--- src/rtl/core/i2d_pkg.sv ---
`timescale 1ns / 1ps

package i2d_pkg;

  // Width of the value port and the number of its low bits that are converted.
  localparam int VALUE_W    = 64;
  localparam int VALUE_BITS = 64;

  // Decimal digits needed for the largest VALUE_BITS-bit magnitude.
  // 1233 / 4096 is a close lower approximation of log10(2).
  localparam int NDIG = (VALUE_BITS * 1233) / 4096 + 1;
  localparam int BCDW = 4 * NDIG;
  localparam int IDXW = $clog2(NDIG);

  // Binary bits consumed by each conversion stage, and the stage count.
  localparam int BPS  = 8;
  localparam int NSTG = (VALUE_BITS + BPS - 1) / BPS;
  localparam int PADW = NSTG * BPS;

  // ASCII codes.
  localparam int CHAR_W = 7;
  localparam logic [CHAR_W-1:0] CHAR_ZERO  = 7'h30;
  localparam logic [CHAR_W-1:0] CHAR_MINUS = 7'h2D;

  // Selector codes.
  localparam logic FUNC_SIGNED   = 1'b0;
  localparam logic FUNC_UNSIGNED = 1'b1;

  // Item as it travels through the conversion stages.
  typedef struct packed {
    logic            neg;
    logic [PADW-1:0] bin;
    logic [BCDW-1:0] bcd;
  } dd_t;

  // One shift-and-add-3 step: correct every digit, then shift in one bit.
  function automatic logic [BCDW-1:0] dabble(input logic [BCDW-1:0] bcd_in,
                                             input logic            bit_in);
    logic [BCDW-1:0] d;
    d = bcd_in;
    for (int i = 0; i < NDIG; i++) begin
      if (d[4*i +: 4] >= 4'd5) begin
        d[4*i +: 4] = d[4*i +: 4] + 4'd3;
      end
    end
    return {d[BCDW-2:0], bit_in};
  endfunction

endpackage

--- src/rtl/core/i2d_serial.sv ---
`timescale 1ns / 1ps

module i2d_serial import i2d_pkg::*; (
  input  logic              clk_i,
  input  logic              rst_ni,
  input  logic              valid_i,
  output logic              ready_o,
  input  dd_t               data_i,
  output logic              valid_o,
  input  logic              ready_i,
  output logic [CHAR_W-1:0] text_char_o,
  output logic              last_o
);

  typedef enum logic [2:0] {
    S_IDLE  = 3'b001,
    S_SIGN  = 3'b010,
    S_DIGIT = 3'b100
  } ser_state_e;

  ser_state_e      state_q, state_d;
  logic [IDXW-1:0] idx_q, idx_d;
  logic [3:0]      dig_q [NDIG];
  logic [IDXW-1:0] msd;
  logic            load;
  logic            beat;

  // Position of the most significant nonzero digit; zero gives position 0.
  always_comb begin
    msd = '0;
    for (int i = 0; i < NDIG; i++) begin
      if (data_i.bcd[4*i +: 4] != 4'd0) begin
        msd = IDXW'(i);
      end
    end
  end

  assign ready_o = (state_q == S_IDLE);
  assign load    = valid_i && ready_o;
  assign beat    = valid_o && ready_i;

  // Sequencer: optional sign, then digits from the top one down.
  always_comb begin
    state_d = state_q;
    idx_d   = idx_q;
    case (state_q)
      S_IDLE: begin
        if (valid_i) begin
          state_d = data_i.neg ? S_SIGN : S_DIGIT;
          idx_d   = msd;
        end
      end
      S_SIGN: begin
        if (beat) begin
          state_d = S_DIGIT;
        end
      end
      S_DIGIT: begin
        if (beat) begin
          if (idx_q == '0) begin
            state_d = S_IDLE;
          end else begin
            idx_d = idx_q - 1'b1;
          end
        end
      end
      default: begin
        state_d = S_IDLE;
      end
    endcase
  end

  always_ff @(posedge clk_i or negedge rst_ni) begin
    if (!rst_ni) begin
      state_q <= S_IDLE;
      idx_q   <= '0;
    end else begin
      state_q <= state_d;
      idx_q   <= idx_d;
    end
  end

  // Digit holding register, loaded when a new number arrives.
  always_ff @(posedge clk_i) begin
    if (load) begin
      for (int i = 0; i < NDIG; i++) begin
        dig_q[i] <= data_i.bcd[4*i +: 4];
      end
    end
  end

  // Output character.
  assign valid_o     = (state_q == S_SIGN) || (state_q == S_DIGIT);
  assign text_char_o = (state_q == S_SIGN) ? CHAR_MINUS
                                           : (CHAR_ZERO + {3'b000, dig_q[idx_q]});
  assign last_o      = (state_q == S_DIGIT) && (idx_q == '0);

endmodule

--- config.mk ---
export PLATFORM = sky130hd
export DESIGN_NAME = i2d_serial
export DESIGN_NICKNAME = d
export VERILOG_FILES = /design/src/rtl/core/i2d_pkg.sv /design/src/rtl/core/i2d_serial.sv
export SDC_FILE = /design/constraint.sdc
export NUM_CORES = 1
export LEC_CHECK = 0
export BUFFER_PORTS_ARGS = -buffer_cell sky130_fd_sc_hd__buf_2
export CORE_ASPECT_RATIO = 0.75
export CORE_MARGIN = 5
export CORE_UTILIZATION = 48
export CTS_CLUSTER_DIAMETER = 200
export DETAILED_ROUTE_END_ITERATION = 8
export GPL_TIMING_DRIVEN = 0
export PLACE_DENSITY = 0.84
export SLEW_MARGIN = 15
export SYNTH_ARGS = -nofsm -noshare
export SYNTH_HDL_FRONTEND = slang
export SYNTH_SLANG_ARGS = --single-unit
--- constraint.sdc ---
create_clock -name clk_i -period 6.2 [get_ports clk_i]
set_clock_uncertainty 0.15 [all_clocks]
set_input_delay 1.24 -clock clk_i [delete_from_list [all_inputs] [get_ports clk_i]]
set_output_delay 1.24 -clock clk_i [all_outputs]
set_load 0.02 [all_outputs]
==> results.txt <==
- Total Wirelength: between 9 and 10 mm
- Of the synthesized area, sequential elements account for between 60% and 70%.
* Final RePlAce weighted congestion: ~0.9
- Horizontal extent of the die: about 110 um
- In the final routed layout, each cell accounts on average for around 20 um.
* Worst Tran Pin Value: ~800 ps
- Of all nets on the critical path, the largest fanout is 10.
- The detailed router finished its first iteration with 277 violations.
- Measured against its own limit, the worst slew margin works out to a little under half.
- Cell area after layout: about 4800 um2
* Arrival time reported for the critical path endpoint: 2610 ps
* Run status: finished, final reports clean
* Clock tree from TritonCTS: built
- In this run, CTS created clock tree buffers numbering 9.
* Number of placement rows: 28
- The H-tree generated during clock tree synthesis spans 3 levels.
- Cell family with most CP delay: multiplexers
- Areal power density over the cells: 357 nW/um2
* Cell at the root of the clock tree: clkbuf_8
- Synthesized area per cell: 16.6 um2
* CP bufs+invs: 2
- Router iterations before antenna repair: 5
- Required time of the worst setup path: 4810 ps
- The number of antenna violations at the first check in global routing was 0.
- Synthesized area: ~3900 um2
- Among all flip-flop cells after synthesis, the most frequent one is edfxtp_1.
- Hold Crit Class: reg2reg
- The die covers just over 10000 um2.
- No sink is reached through more buffers than the 2 on the longest clock path.
- Max-cap violations in this run came to 0.
- For the final routed database, the setup TNS stands at 0 ps.
- Synthesis produced a netlist with a net count of between 300 and 400.
- Cells with a size suffix above 1 make up about 40% of the layout.
- In the routed layout, each cell is associated on average with a via count of around 6.
- Final number of hold-violating endpoints: 0
- Sequence of cells on the critical path: buf_1 -> mux4_1 -> mux4_2 -> mux2i_1 -> nand2_1 -> buf_2
- Startpoint type of the worst setup path: flop
- Global-route wire length before repair: 14.1 mm
* Number of global-route vias before repair: 2697
- Number of unique standard cell types used by synthesis: 46
* Number of inserted diodes: 0
- Final setup violating endpoints: 0
- In this run the critical register-to-register path is captured at idx_q[0].
* Maximum frequency from static timing analysis: ~250 MHz
- The initial utilization of the core area, before any placement, comes to about half.
- The clock net in this run drives a total of 88 sinks.
* Total count of max-transition violations in the final report: 0
- Static power due to leakage: between 1.5 and 2 nW
- Hold EP: state_q[2]
- After clock tree synthesis, the setup repair step added 0 buffers.
- Slack of the worst reg-to-reg path: between 3000 and 4000 ps
- IR analysis of the VDD net gives a maximum drop of ~220 uV.
- Number of instances in the synthesized netlist: around 240
* Number of DRC violations after detailed routing: 0
- Clock-pin slew reported for the worst setup and hold paths after clock tree synthesis: roughly 80 ps
* Critical path class: reg2out
- Core Box Area: just under 8000 um2
- In this run the remaining antenna-violating nets after routing total 0.
* Combined global-route utilization of all metal layers: approximately a fifth
- In this run the cell area measured after placement is about 4600 um2.
* Flop and latch count out of synthesis: roughly 90
- Critical hold path startpoint: state_q[0]
- Final global-route overflow total: 0
- The Yosys step of the flow raised 0 warnings.
* RSZ-0062 raised after global routing: false
- In this design, the stage delay of the slowest critical-path cell is just over 500 ps.
- Worst-skew pair later-pin latency: 340 ps
- Reg2Reg Launch Point: idx_q[1]
* DIE HEIGHT: around 88 um
- Fraction of synthesis flops using an asynchronous set or reset pin: a little under a tenth
- Counting instances, the worst hold path has a depth of 1.
* Post-layout nets: around 500
- Number of flops mapped to enable cells by yosys: 80
* Post-layout min period: approximately 4000 ps
- Number of cells on the worst reg-to-reg path: 8
* Critical-path top delay cell: buf_1
* CTS resizes: 0
* Number of placed I/O pins: around 160
* Maximum number of pins on one net before global-route repair: 29
- Number of fill cells in the layout: about 600
* Final critical-path share of the clock period: roughly 65%
- Hold repair after CTS inserted 0 buffers.
- During placement, the flow inserted port buffers numbering just over 90.
- Relative to the synthesized area, the layout overhead comes to 22.0%.
- Summed over all nets, the half-perimeter wirelength after detailed placement is a little under 7 mm.
- The routed layout has roughly 2.7k vias.
- Sort of element at the end of the critical path: output pin
## synth_stat cells (2+ instances only)
library cell  number  area share, %
a211oi_1           2           0.38
a21oi_1            4           0.51
a22oi_1            3           0.58
a31oi_1            3           0.48
buf_1              2           0.19
buf_2              3           0.38
buf_4              2           0.38
clkbuf_1           4           0.38
conb_1             2           0.19
dfrtp_1            7            4.5
edfxtp_1          80             61
ha_1               2           0.64
inv_1              6           0.58
mux2i_1            5            1.3
mux4_1             6            4.0
mux4_2            17            9.8
nand2_1           11            1.1
nand2b_1           2           0.32
nand4_1            3           0.48
nor2_1            15            1.4
nor3_1             4           0.51
nor4_1            14            2.2
o211ai_1           2           0.38
o21ai_0            6           0.77
o22a_1             2           0.45
or2_2              2           0.32
or4_1              8            1.5
## worst register-to-register path: cells and delay by family (launching register included)
family                     cells  cell delay [ps]
DFF                            1              430
AOI/OAI and AO/OA              1              210
and+or+nand+nor                4             1070
buffers and inverters          2              500
adders and majority gates      1              150
## metrics by stage
stage	setup WS, ps	cells	hold WS (ps)	util [%]	power (mW)
6_report	2200	452	397	60.3	1.70
5_1_grt	2070	452	434	60.3	1.79
4_1_cts	2170	452	401	60.3	1.72
3_5_place_dp	2570	436	397	57.9	1.34
3_3_place_gp	-980	433	373	56.9	1.31
2_1_floorplan	390	236	346	-	1.17
## where the power goes
part	total (mW)	internal (mW)	switching, mW
Sequential	0.851	0.809	0.0419
Combinational	0.477	0.223	0.255
Clock	0.376	0.184	0.192
## layer usage
| layer | vias up | track usage (%) | routed length [um] |
|---|---|---|---|
| met5 | - | 0 | 0 |
| met4 | 0 | 6.26 | 114 |
| met3 | 10 | 5.32 | 981 |
| met2 | 154 | 29.8 | 4120 |
| met1 | 1292 | 26.5 | 3830 |
| li1 | 1195 | - | - |
## worst max path at each step
stage	from	to	slack (ps)	depth (start not counted)
CTS	idx_q[1]	text_char_o[2]	2170	6
floorplan	valid_i	idx_q[2]	390	4
global route	idx_q[1]	text_char_o[0]	2070	6
global placement	valid_i	idx_q[2]	-980	5
detailed placement	idx_q[1]	text_char_o[2]	2570	6
finish	idx_q[1]	text_char_o[2]	2200	6
## cells in the final DEF, fill, tap and decap left out, types with 2 or more instances in the layout
master / n
clkbuf_8: 9
nor3_1: 4
dfrtp_1: 7
clkbuf_1: 5
nand2b_1: 2
buf_16: 2
buf_4: 2
clkinv_2: 2
or4_1: 8
nor2_1: 14
a21oi_1: 4
a211oi_1: 2
o22a_1: 2
o211ai_1: 2
a22oi_1: 3
mux4_2: 17
a31oi_1: 3
mux2i_1: 5
conb_1: 2
edfxtp_1: 80
or2_2: 2
o21ai_0: 6
buf_1: 2
nor4_1: 14
buf_2: 95
mux4_1: 6
nand4_1: 3
ha_1: 2
nor2_4: 2
nand2_1: 11
inv_1: 6
## registers in the layout, summed over array words and instances (netlist names)
name,cells
idx_q,5
state_q,3
dig_q,80
## final cells by class
class	instances	area [um2]	share of cell area (%)
buffer	12	63.8	1.34
clock buffer	10	128	2.67
clock inverter	6	60.1	1.26
inverter	6	22.5	0.472
multi-input combinational	130	1230	25.7
sequential	88	2600	54.5
tap	105	131	2.75
timing repair buffer	95	536	11.2
## kinds of logic (layout without fill, tap and decap cells)
| logic type | count (synthesis) | in the layout | share of synthesized area, % |
|---|---|---|---|
| mux | 29 | 29 | 15.4 |
| buf+inv | 18 | 129 | 2.21 |
| compound gates | 30 | 30 | 5.37 |
| flops | 88 | 88 | 66.6 |
| fa+ha+maj | 2 | 2 | 0.640 |
| other cells | 2 | 2 | 0.192 |
| simple gates | 67 | 67 | 9.63 |
Note: power is estimated with default switching activity, not from simulation.
