## src/rtl/core/i2d_pkg.sv

```systemverilog
`timescale 1ns / 1ps

package i2d_pkg;

  // Width of the value port and the number of its low bits that are converted.
  localparam int VALUE_W    = 64;
  localparam int VALUE_BITS = 64;

  // Decimal digits needed for the largest VALUE_BITS-bit magnitude.
  // 1233 / 4096 is a close lower approximation of log10(2).
  localparam int NDIG = (VALUE_BITS * 1233) / 4096 + 1;
  localparam int BCDW = 4 * NDIG;
  localparam int IDXW = $clog2(NDIG);

  // Binary bits consumed by each conversion stage, and the stage count.
  localparam int BPS  = 8;
  localparam int NSTG = (VALUE_BITS + BPS - 1) / BPS;
  localparam int PADW = NSTG * BPS;

  // ASCII codes.
  localparam int CHAR_W = 7;
  localparam logic [CHAR_W-1:0] CHAR_ZERO  = 7'h30;
  localparam logic [CHAR_W-1:0] CHAR_MINUS = 7'h2D;

  // Selector codes.
  localparam logic FUNC_SIGNED   = 1'b0;
  localparam logic FUNC_UNSIGNED = 1'b1;

  // Item as it travels through the conversion stages.
  typedef struct packed {
    logic            neg;
    logic [PADW-1:0] bin;
    logic [BCDW-1:0] bcd;
  } dd_t;

  // One shift-and-add-3 step: correct every digit, then shift in one bit.
  function automatic logic [BCDW-1:0] dabble(input logic [BCDW-1:0] bcd_in,
                                             input logic            bit_in);
    logic [BCDW-1:0] d;
    d = bcd_in;
    for (int i = 0; i < NDIG; i++) begin
      if (d[4*i +: 4] >= 4'd5) begin
        d[4*i +: 4] = d[4*i +: 4] + 4'd3;
      end
    end
    return {d[BCDW-2:0], bit_in};
  endfunction

endpackage

```

## src/rtl/core/i2d_sign.sv

```systemverilog
`timescale 1ns / 1ps

module i2d_sign import i2d_pkg::*; (
  input  logic               clk_i,
  input  logic               rst_ni,
  input  logic               valid_i,
  output logic               ready_o,
  input  logic               func_i,
  input  logic [VALUE_W-1:0] value_i,
  output logic               valid_o,
  input  logic               ready_i,
  output dd_t                data_o
);

  logic                  valid_q;
  dd_t                   data_q, data_d;
  logic [VALUE_BITS-1:0] raw;
  logic [VALUE_BITS-1:0] mag;
  logic                  neg;

  // Take the magnitude as an unsigned quantity so the most negative value
  // converts exactly.
  always_comb begin
    raw = value_i[VALUE_BITS-1:0];
    neg = (func_i == FUNC_SIGNED) && raw[VALUE_BITS-1];
    mag = neg ? (~raw + 1'b1) : raw;
    data_d.neg = neg;
    data_d.bin = PADW'(mag) << (PADW - VALUE_BITS);
    data_d.bcd = '0;
  end

  assign ready_o = !valid_q || ready_i;

  // Stage register: advances whenever the next stage can take the beat.
  always_ff @(posedge clk_i or negedge rst_ni) begin
    if (!rst_ni) begin
      valid_q <= 1'b0;
    end else if (ready_o) begin
      valid_q <= valid_i;
    end
  end

  always_ff @(posedge clk_i) begin
    if (valid_i && ready_o) begin
      data_q <= data_d;
    end
  end

  assign valid_o = valid_q;
  assign data_o  = data_q;

endmodule

```

## config.mk

```make
export PLATFORM = sky130hd
export DESIGN_NAME = i2d_sign
export DESIGN_NICKNAME = d
export VERILOG_FILES = /design/src/rtl/core/i2d_pkg.sv /design/src/rtl/core/i2d_sign.sv
export SDC_FILE = /design/constraint.sdc
export NUM_CORES = 1
export LEC_CHECK = 0
export BUFFER_PORTS_ARGS = -buffer_cell sky130_fd_sc_hd__buf_2
export CORE_ASPECT_RATIO = 2
export CORE_MARGIN = 2
export CORE_UTILIZATION = 47
export CTS_BUF_LIST = sky130_fd_sc_hd__clkbuf_4 sky130_fd_sc_hd__clkbuf_8
export DETAILED_ROUTE_END_ITERATION = 16
export PLACE_DENSITY = 0.83
export SETUP_SLACK_MARGIN = 0.2
export SLEW_MARGIN = 10
export SYNTH_ARGS = -nofsm -noshare
export SYNTH_HDL_FRONTEND = slang
export SYNTH_SLANG_ARGS = --single-unit
```

## constraint.sdc

```tcl
create_clock -name clk_i -period 2.66 [get_ports clk_i]
set_input_delay 0.133 -clock clk_i [delete_from_list [all_inputs] [get_ports clk_i]]
set_output_delay 0.133 -clock clk_i [all_outputs]
set_load 0.005 [all_outputs]
```

==> results of run 1 <==
[metal layers]
| layer | GRT usage, % | vias up |
|---|---|---|
| met2 | 40.8 | 179 |
| met1 | 18.7 | 1568 |
| met3 | 3.85 | 24 |
| met5 | 0 | - |
| met4 | 13.2 | 0 |
| li1 | - | 1521 |
[sequential cells by signal (all words and copies together) (netlist names)]
register,flops
data_o,65
valid_o,1
[critical path: cells and delay by family]
family	cells	cell delay, ns
XOR/XNOR	1	0.19
adder cells (fa/ha/maj)	1	0.20
AO/OA/AOI/OAI	1	0.18
buffers and inverters	4	0.90
AND/OR/NAND/NOR	3	0.81
[final timing paths]
| check | startpoint | end | slack (ns) | cells past startpoint |
|---|---|---|---|---|
| max | value_i[0] | data_o[138]$_DFFE_PP_ | 0.34 | 10 |
| min | func_i | data_o[143]$_DFFE_PP_ | 0.09 | 2 |
| max reg2reg | valid_o$_DFFE_PN0N_ | data_o[135]$_DFFE_PP_ | 0.95 | 3 |
| min reg2reg | valid_o$_DFFE_PN0N_ | valid_o$_DFFE_PN0N_ | 0.52 | 2 |
| max in group asynchronous | rst_ni | valid_o$_DFFE_PN0N_ | 2.46 | 2 |
| min in group asynchronous | rst_ni | valid_o$_DFFE_PN0N_ | 0.11 | 2 |
[cell type report]
type | instances | area share (%)
Inverter | 9 | 0.689
Tap cell | 100 | 2.55
Multi-Input combinational cell | 295 | 36.3
Sequential cell | 66 | 40.3
Clock inverter | 6 | 0.485
Timing Repair Buffer | 153 | 16.9
Clock buffer | 10 | 2.68
[repair_timing]
action / 4_1_cts / 5_1_grt
setup endpoints to repair: 0 / 6
endpoints found under the hold margin: 3 / 0
hold buffers: 3 / 0
resized for setup: 0 / 1
[logic make-up (layout without fill, tap and decap cells)]
logic type	after synthesis	in the layout	share of synthesized area (%)
xor gates and xnor gates	61	61	13.0
and+or+nand+nor	104	104	15.0
AOI/OAI and AO/OA	49	49	7.53
other	1	80	0.0910
DFF	66	66	48.0
buffers and inverters	97	178	16.2
adders and majority gates	1	1	0.304
[cell usage after synthesis, drive strengths merged]
| cell | number |
|---|---|
| xor2 | 38 |
| nor2 | 27 |
| a21oi | 18 |
| dfrtp | 1 |
| nor4b | 1 |
| xnor2 | 23 |
| edfxtp | 65 |
| nand2b | 8 |
| nand2 | 12 |
| o41ai | 5 |
| nand3 | 2 |
| inv | 9 |
| nor3 | 14 |
| o21a | 1 |
| and2 | 1 |
| conb | 1 |
| a41oi | 2 |
| nand4 | 8 |
| or3 | 1 |
| buf | 82 |
| ha | 1 |
| and3 | 1 |
| a31oi | 9 |
| or4 | 6 |
| nor4 | 21 |
| clkbuf | 6 |
| nor3b | 1 |
| o31ai | 4 |
| o21ai | 10 |
| nand4b | 1 |
[where the power goes]
part / total, W / internal, W / leakage (nW) / switching (W)
Clock: 0.000684 / 0.000331 / 0.0811 / 0.000353
Sequential: 0.00127 / 0.00124 / 0.630 / 0.0000212
Combinational: 0.000407 / 0.000168 / 1.38 / 0.000240
[metrics by stage]
step	hold slack, ns	worst slack, ns
final	0.0916	0.342
after global routing	0.0820	0.203
after CTS	0.0738	0.276
after detailed placement	-0.0911	0.348
after global placement	-0.0924	0.375
after floorplan	-0.163	0.830
==> summary.md, run 1 <==
| Metric | Value |
|---|---|
| Setup tns final | `0 ns` |
| Final ANT Viol Nets | `0` |
| Die width | `70.2 µm` |
| Die area | `9580 µm²` |
| First-pass GRT wire length | `15100 µm` |
| Design area | `4900 µm²` |
| CTS buffer count | `9` |
| Setup-failing EPs final | `0` |
| Commonest non-fill, non-tap cell in the layout | `buf_2` |
| Met3 WL | `653 µm` |
| CTS Sinks | `66` |
| I/O Buffers | `135` |
| # rows | `48` |
| Worst IR drop on VDD | `225 µV` |
| Filler cells | `784` |
| Sequential share of the synthesized area | `48.0%` |
| Fin. max-slew vios | `0` |
| Total GRT Usage | `20.7%` |
| DR top layer | `met4` |
| Met2 WL | `6090 µm` |
| Most frequent cells in the layout | `buf_2, conb_1, edfxtp_1` |
| # diodes | `0` |
| Synth top area cells | `edfxtp_1, buf_4, xor2_1` |
| Initial antenna violation count | `0` |
| DP HPWL | `8210 µm` |
| Minimum clock period | `2.32 ns` |
| Number of global-route vias before repair | `3203` |
| Worst min path class | `in2reg` |
| Syn. warnings | `0` |
| Synthesis-to-layout area growth | `19.0%` |
| Final hold violations | `0` |
| Total power | `0.00236 W` |
| Clk_lat worst skew | `0.34 ns` |
| Slew @ Worst Pin | `0.796 ns` |
| Crit Path Category | `in2reg` |
| Vert. Die Dim | `136 µm` |
| Skew final | `0.00869 ns` |
| Nets | `604` |
| Metal-1 WL | `3300 µm` |
| Max-Cap Viols | `0` |
| Max Freq | `431 MHz` |
| Pwr Density | `481 nW/µm²` |
| Multi-input combinational cell area | `1780 µm²` |
| Root buffer cell | `clkbuf_8` |
| H-tree levels | `3` |
| Startpoint types | `input port` |
| Syn avg cell area | `10.9 µm²` |
| FF+latch area | `1980 µm²` |
| DR WL/cell | `16.2 µm` |
| Worst Path Max Fanout | `4` |
| Overflow after GRT | `0` |
| Post-CTS setup buffers | `0` |
| Worst slew margin | `46.9%` |
| Crit end category | `register` |
| Non-filler cells, final | `639` |
| Distinct cells, synth | `40` |
| Iter 0 DRT Violations | `276` |
| Largest net degree at the start of global routing | `42` |
| Routed WL | `10400 µm` |
| Dpl cells | `620` |
| Crit-path slowest cell | `dlygate4sd3_1` |
| CP Data Required Time | `2.74 ns` |
| Via count | `3292` |
| Worst Path Arrival | `2.40 ns` |
| Status | `complete, no violations` |
| Clock transition at path regs | `0.07 ns` |
| Final core area utilization | `57.1%` |
| Starting Density | `48.0%` |
| Placed cell area | `4710 µm²` |
| Synth top area share | `47.4%` |
| RSZ-0062 raised after global routing | `no` |
| Delay of the slowest critical-path stage | `0.53 ns` |
| Area of the mapped netlist | `4120 µm²` |
| Tcrit/Tclk final | `87.2%` |
| Yosys reg bits | `66` |
| Vias/cell | `5.15` |
| Cell taking the most area after synthesis | `edfxtp_1` |
| Final RePlAce weighted congestion | `0.895` |
| Critical path, cell by cell | `dlygate4sd3_1 -> buf_2 -> inv_1 -> ha_1 -> nor3b_1 -> buf_4 -> nand2_1 -> nor4b_2 -> a31oi_1 -> xor2_1` |
| Gate Count Post-Synth | `379` |
| Total core area | `8590 µm²` |
| CTS max path bufs | `2` |
| P_leak | `2.10 nW` |
| DRT Pass-1 Iters | `4` |
| # IOs | `216` |
| CTS tree | `done` |
| Drc violations | `0` |
| Layout cell share with drive strength beyond 1 | `32.7%` |
(Power assumes the default switching activity.)
==> run 2: changes to the inputs <==
==> constraint.sdc (replaced) <==
create_clock -name clk_i -period 2.66 [get_ports clk_i]
set_input_delay 0.266 -clock clk_i [delete_from_list [all_inputs] [get_ports clk_i]]
set_output_delay 0.266 -clock clk_i [all_outputs]
set_load 0.005 [all_outputs]
==> run 2 against run 1 <==
Compared with the run above: maximum frequency up 17%; worst hold slack gained 0.045 ns; die area did not move; count of clock-buffer cells in the layout grew 3; register-to-register slack improved by 0.04 ns; clock power increased by 35%; wire length shrank 0.45%; combinational power hardly changed; cell count rose by 0.16%; critical path depth decreased by 3; sequential power barely moved; via count increased by 1.3%; critical path type unchanged; largest cell class unchanged; largest power group unchanged.
==> summary.md, run 2 (same netlist as run 1, synthesis figures left out) <==
| Metric | Value |
|---|---|
| Status | `complete, no violations` |
| Clock power share | `35.6%` |
| Final RePlAce weighted congestion | `0.932` |
| Non-filler cells, final | `640` |
| Worst Path Arrival | `2.08 ns` |
| Worst IR drop on VDD | `235 µV` |
| Total GRT Usage | `21.0%` |
| Crit-path slowest cell | `or3_4` |
| Largest net degree at the start of global routing | `45` |
| Drc violations | `0` |
| H-tree levels | `3` |
| Max-Cap Viols | `0` |
| P_leak | `2.13 nW` |
| Post-CTS setup buffers | `0` |
| Routed WL | `10300 µm` |
| I/O Buffers | `135` |
| DRT Pass-1 Iters | `4` |
| CP top delay family | `simple AND/OR/NAND/NOR gates` |
| RSZ-0062 raised after global routing | `no` |
| Placed cell area | `4740 µm²` |
| Tcrit/Tclk final | `74.8%` |
| CTS max path bufs | `2` |
| Root buffer cell | `clkbuf_8` |
| Final hold violations | `0` |
| Clk_lat worst skew | `0.35 ns` |
| Delay of the slowest critical-path stage | `0.42 ns` |
| Filler cells | `753` |
| Cts hold-fix bufs | `1` |
| Number of global-route vias before repair | `3257` |
| Pwr Density | `522 nW/µm²` |
| Setup tns final | `0 ns` |
| CTS buffer count | `9` |
| Iter 0 DRT Violations | `411` |
| Sw Pwr | `0.000616 W` |
| Comb power frac | `15.6%` |
| CTS tree | `done` |
| Via count | `3336` |
| Most frequent cells in the layout | `buf_2, conb_1, edfxtp_1` |
| # rows | `48` |
| CP Data Required Time | `2.75 ns` |
| Hold Worst Slack | `0.137 ns` |
| DP HPWL | `8150 µm` |
| Nets | `605` |
| Worst slew margin | `62.1%` |
| Vias/cell | `5.21` |
| Critical path, cell by cell | `buf_2 -> nor4_1 -> nand4_2 -> buf_4 -> or3_4 -> o41ai_2 -> xnor2_1` |
| Synthesis-to-layout area growth | `20.4%` |
| Number of flip-flops in the largest register | `65` |
| Crit Path Category | `in2reg` |
| Vert. Die Dim | `136 µm` |
| Total core area | `8590 µm²` |
| Commonest non-fill, non-tap cell in the layout | `buf_2` |
| Max Freq | `503 MHz` |
| Final core area utilization | `57.8%` |
| Setup-failing EPs final | `0` |
| Starting Density | `48.0%` |
| First-pass GRT wire length | `15300 µm` |
| Final ANT Viol Nets | `0` |
| Die area | `9580 µm²` |
| # IOs | `216` |
| Post-CTS Resized | `0` |
| Startpoint types | `input port` |
| # diodes | `0` |
| Overflow after GRT | `0` |
| Minimum clock period | `1.99 ns` |
| Worst min path class | `in2reg` |
| Worst Path Max Fanout | `8` |
| Buf/Inv on CP | `2` |
| Skew final | `0.00740 ns` |
| Slew @ Worst Pin | `0.564 ns` |
| Initial antenna violation count | `0` |
| Layout cell share with drive strength beyond 1 | `33.9%` |
| Switching Share | `23.8%` |
| Dpl cells | `623` |
| Clock transition at path regs | `0.06 ns` |
| Crit end category | `register` |
| Die width | `70.2 µm` |
| Design area | `4960 µm²` |
| Sequential power share | `48.8%` |
| DR WL/cell | `16.1 µm` |
| CTS Sinks | `66` |
| Fin. max-slew vios | `0` |
| Internal | `0.00198 W` |
-- run 2: layout make-up --
type,count,area [µm²],area share [%]
Clock buffer,13,154,3.10
Clock inverter,3,63.8,1.29
Inverter,9,33.8,0.681
Multi-Input combinational cell,295,1780,35.8
Sequential cell,66,1980,39.8
Tap cell,100,125,2.52
Timing Repair Buffer,154,833,16.8
-- run 2: final timing paths --
check | startpoint | endpoint | slack (ns) | depth (start not counted)
max in group asynchronous | rst_ni | valid_o$_DFFE_PN0N_ | 2.33 | 2
setup reg to reg | valid_o$_DFFE_PN0N_ | data_o[119]$_DFFE_PP_ | 0.99 | 3
hold / removal | valid_i | valid_o$_DFFE_PN0N_ | 0.14 | 2
setup / recovery | value_i[8] | data_o[135]$_DFFE_PP_ | 0.67 | 7
hold reg to reg | valid_o$_DFFE_PN0N_ | valid_o$_DFFE_PN0N_ | 0.56 | 2
min in group asynchronous | rst_ni | valid_o$_DFFE_PN0N_ | 0.24 | 2
-- run 2: layer usage --
| layer | global-route usage [%] | up-vias | share of wire, % |
|---|---|---|---|
| li1 | - | 1522 | - |
| met3 | 4.74 | 45 | 7.8 |
| met5 | 0 | - | 0 |
| met2 | 39.7 | 230 | 57 |
| met4 | 17.2 | 0 | 5.7 |
| met1 | 18.2 | 1539 | 29 |
-- run 2: power groups by stage --
stage | clock network (W) | logic (W) | registers [W]
final | 0.000923 | 0.000405 | 0.00127
after global routing | 0.000975 | 0.000444 | 0.00127
after CTS | 0.000934 | 0.000401 | 0.00127
after detailed placement | 0 | 0.000398 | 0.00129
after global placement | 0 | 0.000385 | 0.00129
after floorplan | 0 | 0.000261 | 0.00130
-- run 2: metrics by stage --
stage	power [W]	worst slack, ns
final	0.00259	0.670
after CTS	0.00260	0.675
after detailed placement	0.00169	0.318
after global routing	0.00269	0.558
after global placement	0.00167	0.430
after floorplan	0.00156	0.697
==> run 3: changes to the inputs <==
ABC_AREA = 1   (was not set)
CORE_UTILIZATION = 50   (was 47)
PLACE_DENSITY = 0.84   (was 0.83)
clock period = 1.9 ns   (was 2.66 ns; I/O delays follow)
==> run 3 against run 2 <==
Compared with the run above: worst hold slack worse by 0.12 ns; clock skew decreased by 0.00065 ns; area after synthesis up 21%; via count increased by 36%; wire length grew 35%; non-clock buffer count shrank 8; critical endpoint unchanged; critical path depth increased by 4; largest power group unchanged.
==> summary.md, run 3 <==
| Metric | Value |
|---|---|
| Status | `complete, no violations` |
| Most common cell on crit path | `nand2_1` |
| Crit Reg-Reg Startpoint | `valid_o$_DFFE_PN0N_` |
| DRT Pass-1 Iters | `5` |
| Internal | `0.00279 W` |
| I/O Buffers | `135` |
| Synth top area cells | `edfxtp_1, nand2_1, buf_4` |
| Via count | `4545` |
| Filler cells | `916` |
| Minimum clock period | `1.44 ns` |
| Syn. warnings | `0` |
| Min-delay src | `value_i[0]` |
| Delay of the slowest critical-path stage | `0.22 ns` |
| FF+latch area | `1980 µm²` |
| Reg2reg setup slack | `0.59 ns` |
| Number of flip-flops in the largest register | `65` |
| Max-Cap Viols | `0` |
| Syn avg cell area | `7.82 µm²` |
| EDFF count, synth | `65` |
| Setup tns final | `0 ns` |
| Design area | `5830 µm²` |
| Skew final | `0.00675 ns` |
| Worst min path class | `in2reg` |
| Setup-failing EPs final | `0` |
| Post-CTS Resized | `0` |
| P_leak | `2.75 nW` |
| Drc violations | `0` |
| Starting Density | `51.2%` |
| Final RePlAce weighted congestion | `1.00` |
| DP HPWL | `11500 µm` |
| Hold EP | `data_o[80]$_DFFE_PP_` |
| Worst Path Arrival | `1.56 ns` |
| Clock power share | `34.0%` |
| Switching Share | `28.3%` |
| Final hold violations | `0` |
| Vert. Die Dim | `145 µm` |
| Iter 0 DRT Violations | `185` |
| Total GRT Usage | `26.3%` |
| Worst Path Max Fanout | `3` |
| Sequential share of the synthesized area | `39.6%` |
| Tcrit/Tclk final | `75.7%` |
| Area of the mapped netlist | `5000 µm²` |
| DR WL/cell | `15.1 µm` |
| Synthesis-to-layout area growth | `16.7%` |
| Sequential power share | `45.6%` |
| FF-to-FF End | `data_o[130]$_DFFE_PP_` |
| R2R cell count | `2` |
| Final core area utilization | `59.7%` |
| CP Data Required Time | `2.03 ns` |
| Die width | `74.7 µm` |
| Fin. max-slew vios | `0` |
| Largest net degree at the start of global routing | `66` |
| Met1 Use GR | `24.3%` |
| # IOs | `216` |
| Most frequent cells in the layout | `nand2_1, buf_2, nor2_1` |
| H-tree levels | `3` |
| Multi-input combinational cell area | `2470 µm²` |
| Critical path, cell by cell | `buf_2 -> nor2_1 -> nand3_1 -> nor2_1 -> nand2_1 -> nor2_1 -> nand2_1 -> nand2_1 -> nand2_1 -> nand2_1 -> inv_1` |
| CTS Sinks | `66` |
| Routed WL | `13900 µm` |
| CTS max path bufs | `2` |
| Final ANT Viol Nets | `0` |
| Most frequent cell after synthesis | `nand2_1` |
| Cell taking the most area after synthesis | `edfxtp_1` |
| Ys flop type | `edfxtp_1` |
| Pwr Density | `668 nW/µm²` |
| Clk_lat worst skew | `0.36 ns` |
| Startpoint types | `input port` |
| Sw Pwr | `0.00110 W` |
| Gr busiest metal | `met2` |
| Worst Hold Depth | `1` |
| Crit-path slowest cell | `nor2_1` |
| Worst IR drop on VDD | `291 µV` |
| Comb power frac | `20.4%` |
| RSZ-0062 raised after global routing | `no` |
| M2 GR Usage | `49.2%` |
| Placed cell area | `5600 µm²` |
| Die area | `10900 µm²` |
| Initial antenna violation count | `0` |
| Ys async rst share | `1.52%` |
| Root buffer cell | `clkbuf_8` |
| Clock transition at path regs | `0.07 ns` |
| First-pass GRT wire length | `21100 µm` |
| Nets | `858` |
| Met3 usage | `4.71%` |
| Overflow after GRT | `0` |
| CTS buffer count | `9` |
| CTS tree | `done` |
| Commonest non-fill, non-tap cell in the layout | `nand2_1` |
| Total core area | `9760 µm²` |
| # rows | `51` |
| Layout cell share with drive strength beyond 1 | `25.0%` |
| Number of global-route vias before repair | `4377` |
| Yosys reg bits | `66` |
| Synth top area share | `39.1%` |
| Vias/cell | `4.91` |
| Crit Path Category | `in2reg` |
| Commonest cells in the netlist | `nand2_1, nor2_1, buf_4` |
| Max Freq | `695 MHz` |
| Gate Count Post-Synth | `639` |
| Crit end category | `register` |
| Distinct cells, synth | `33` |
| # diodes | `0` |
## run 3: cell types whose count changed after synthesis, moves of 17 or more
cell     before  now
nor2_1       26   99
xor2_1       38   17
nand3_1       2   40
nor4_1       18    1
inv_1         9   54
nand2_1      12  178
## run 3: cells by family after synthesis
group                    count (synthesis)  share of synthesized area [%]
other                                    1                         0.0751
adder cells (fa/ha/maj)                  1                          0.250
flip-flops                              66                           39.6
AND/OR/NAND/NOR                        368                           33.4
AO/OA/AOI/OAI                           29                           4.01
XOR/XNOR                                32                           5.61
buffers and inverters                  142                           17.1
## run 3: power by group through the flow
stage	registers, W	clock network [W]	logic [W]
after floorplan	0.00182	0	0.000539
after global placement	0.00181	0	0.000774
after detailed placement	0.00181	0	0.000786
after CTS	0.00178	0.00135	0.000790
after global routing	0.00179	0.00139	0.000886
final	0.00178	0.00132	0.000793
## run 3: area by class of cell
cell class / instances / area share [%]
inverters: 55 / 3.54
clock buffers: 10 / 2.25
clock inverters: 6 / 1.57
multi-input cells: 510 / 42.4
flip-flops and latches: 66 / 33.9
well taps: 132 / 2.83
repair buffers: 146 / 13.5
## run 3: worst max-delay path by stage
stage                                    from  cells past startpoint                     to  slack [ns]
final                             value_i[34]                     11  data_o[135]$_DFFE_PP_        0.46
after global routing               value_i[1]                     10  data_o[130]$_DFFE_PP_        0.32
after CTS                          value_i[1]                     10  data_o[116]$_DFFE_PP_        0.49
after detailed placement           value_i[1]                     10  data_o[116]$_DFFE_PP_        0.10
after global placement            value_i[34]                     11  data_o[135]$_DFFE_PP_        0.09
after floorplan           valid_o$_DFFE_PN0N_                      1  data_o[100]$_DFFE_PP_       -0.05
## run 3: worst max-delay path, delay by kind of cell
family	cells	cell delay, ns
buf+inv	2	0.15
simple gates	9	1.20
## run 3: per-stage QoR
step | instances | hold WS [ns] | total power (W) | worst slack, ns
floorplan | 718 | -0.106 | 0.00236 | -0.0550
global placement | 908 | -0.0361 | 0.00258 | 0.0932
detailed placement | 908 | -0.0335 | 0.00259 | 0.102
CTS | 925 | 0.0151 | 0.00391 | 0.485
global route | 925 | 0.0163 | 0.00406 | 0.318
finish | 925 | 0.0211 | 0.00389 | 0.462
## run 3: repair_timing
item | in CTS | in global routing
setup buffers | 0 | 0
endpoints found under the hold margin | 1 | 0
hold buffers | 1 | 0
## run 3: layer usage
layer  vias to the layer above  routed length (µm)
met1                      2043                4390
met2                       254                7780
met3                        54                 905
met5                         -                   0
met4                         0                 877
li1                       2194                   -
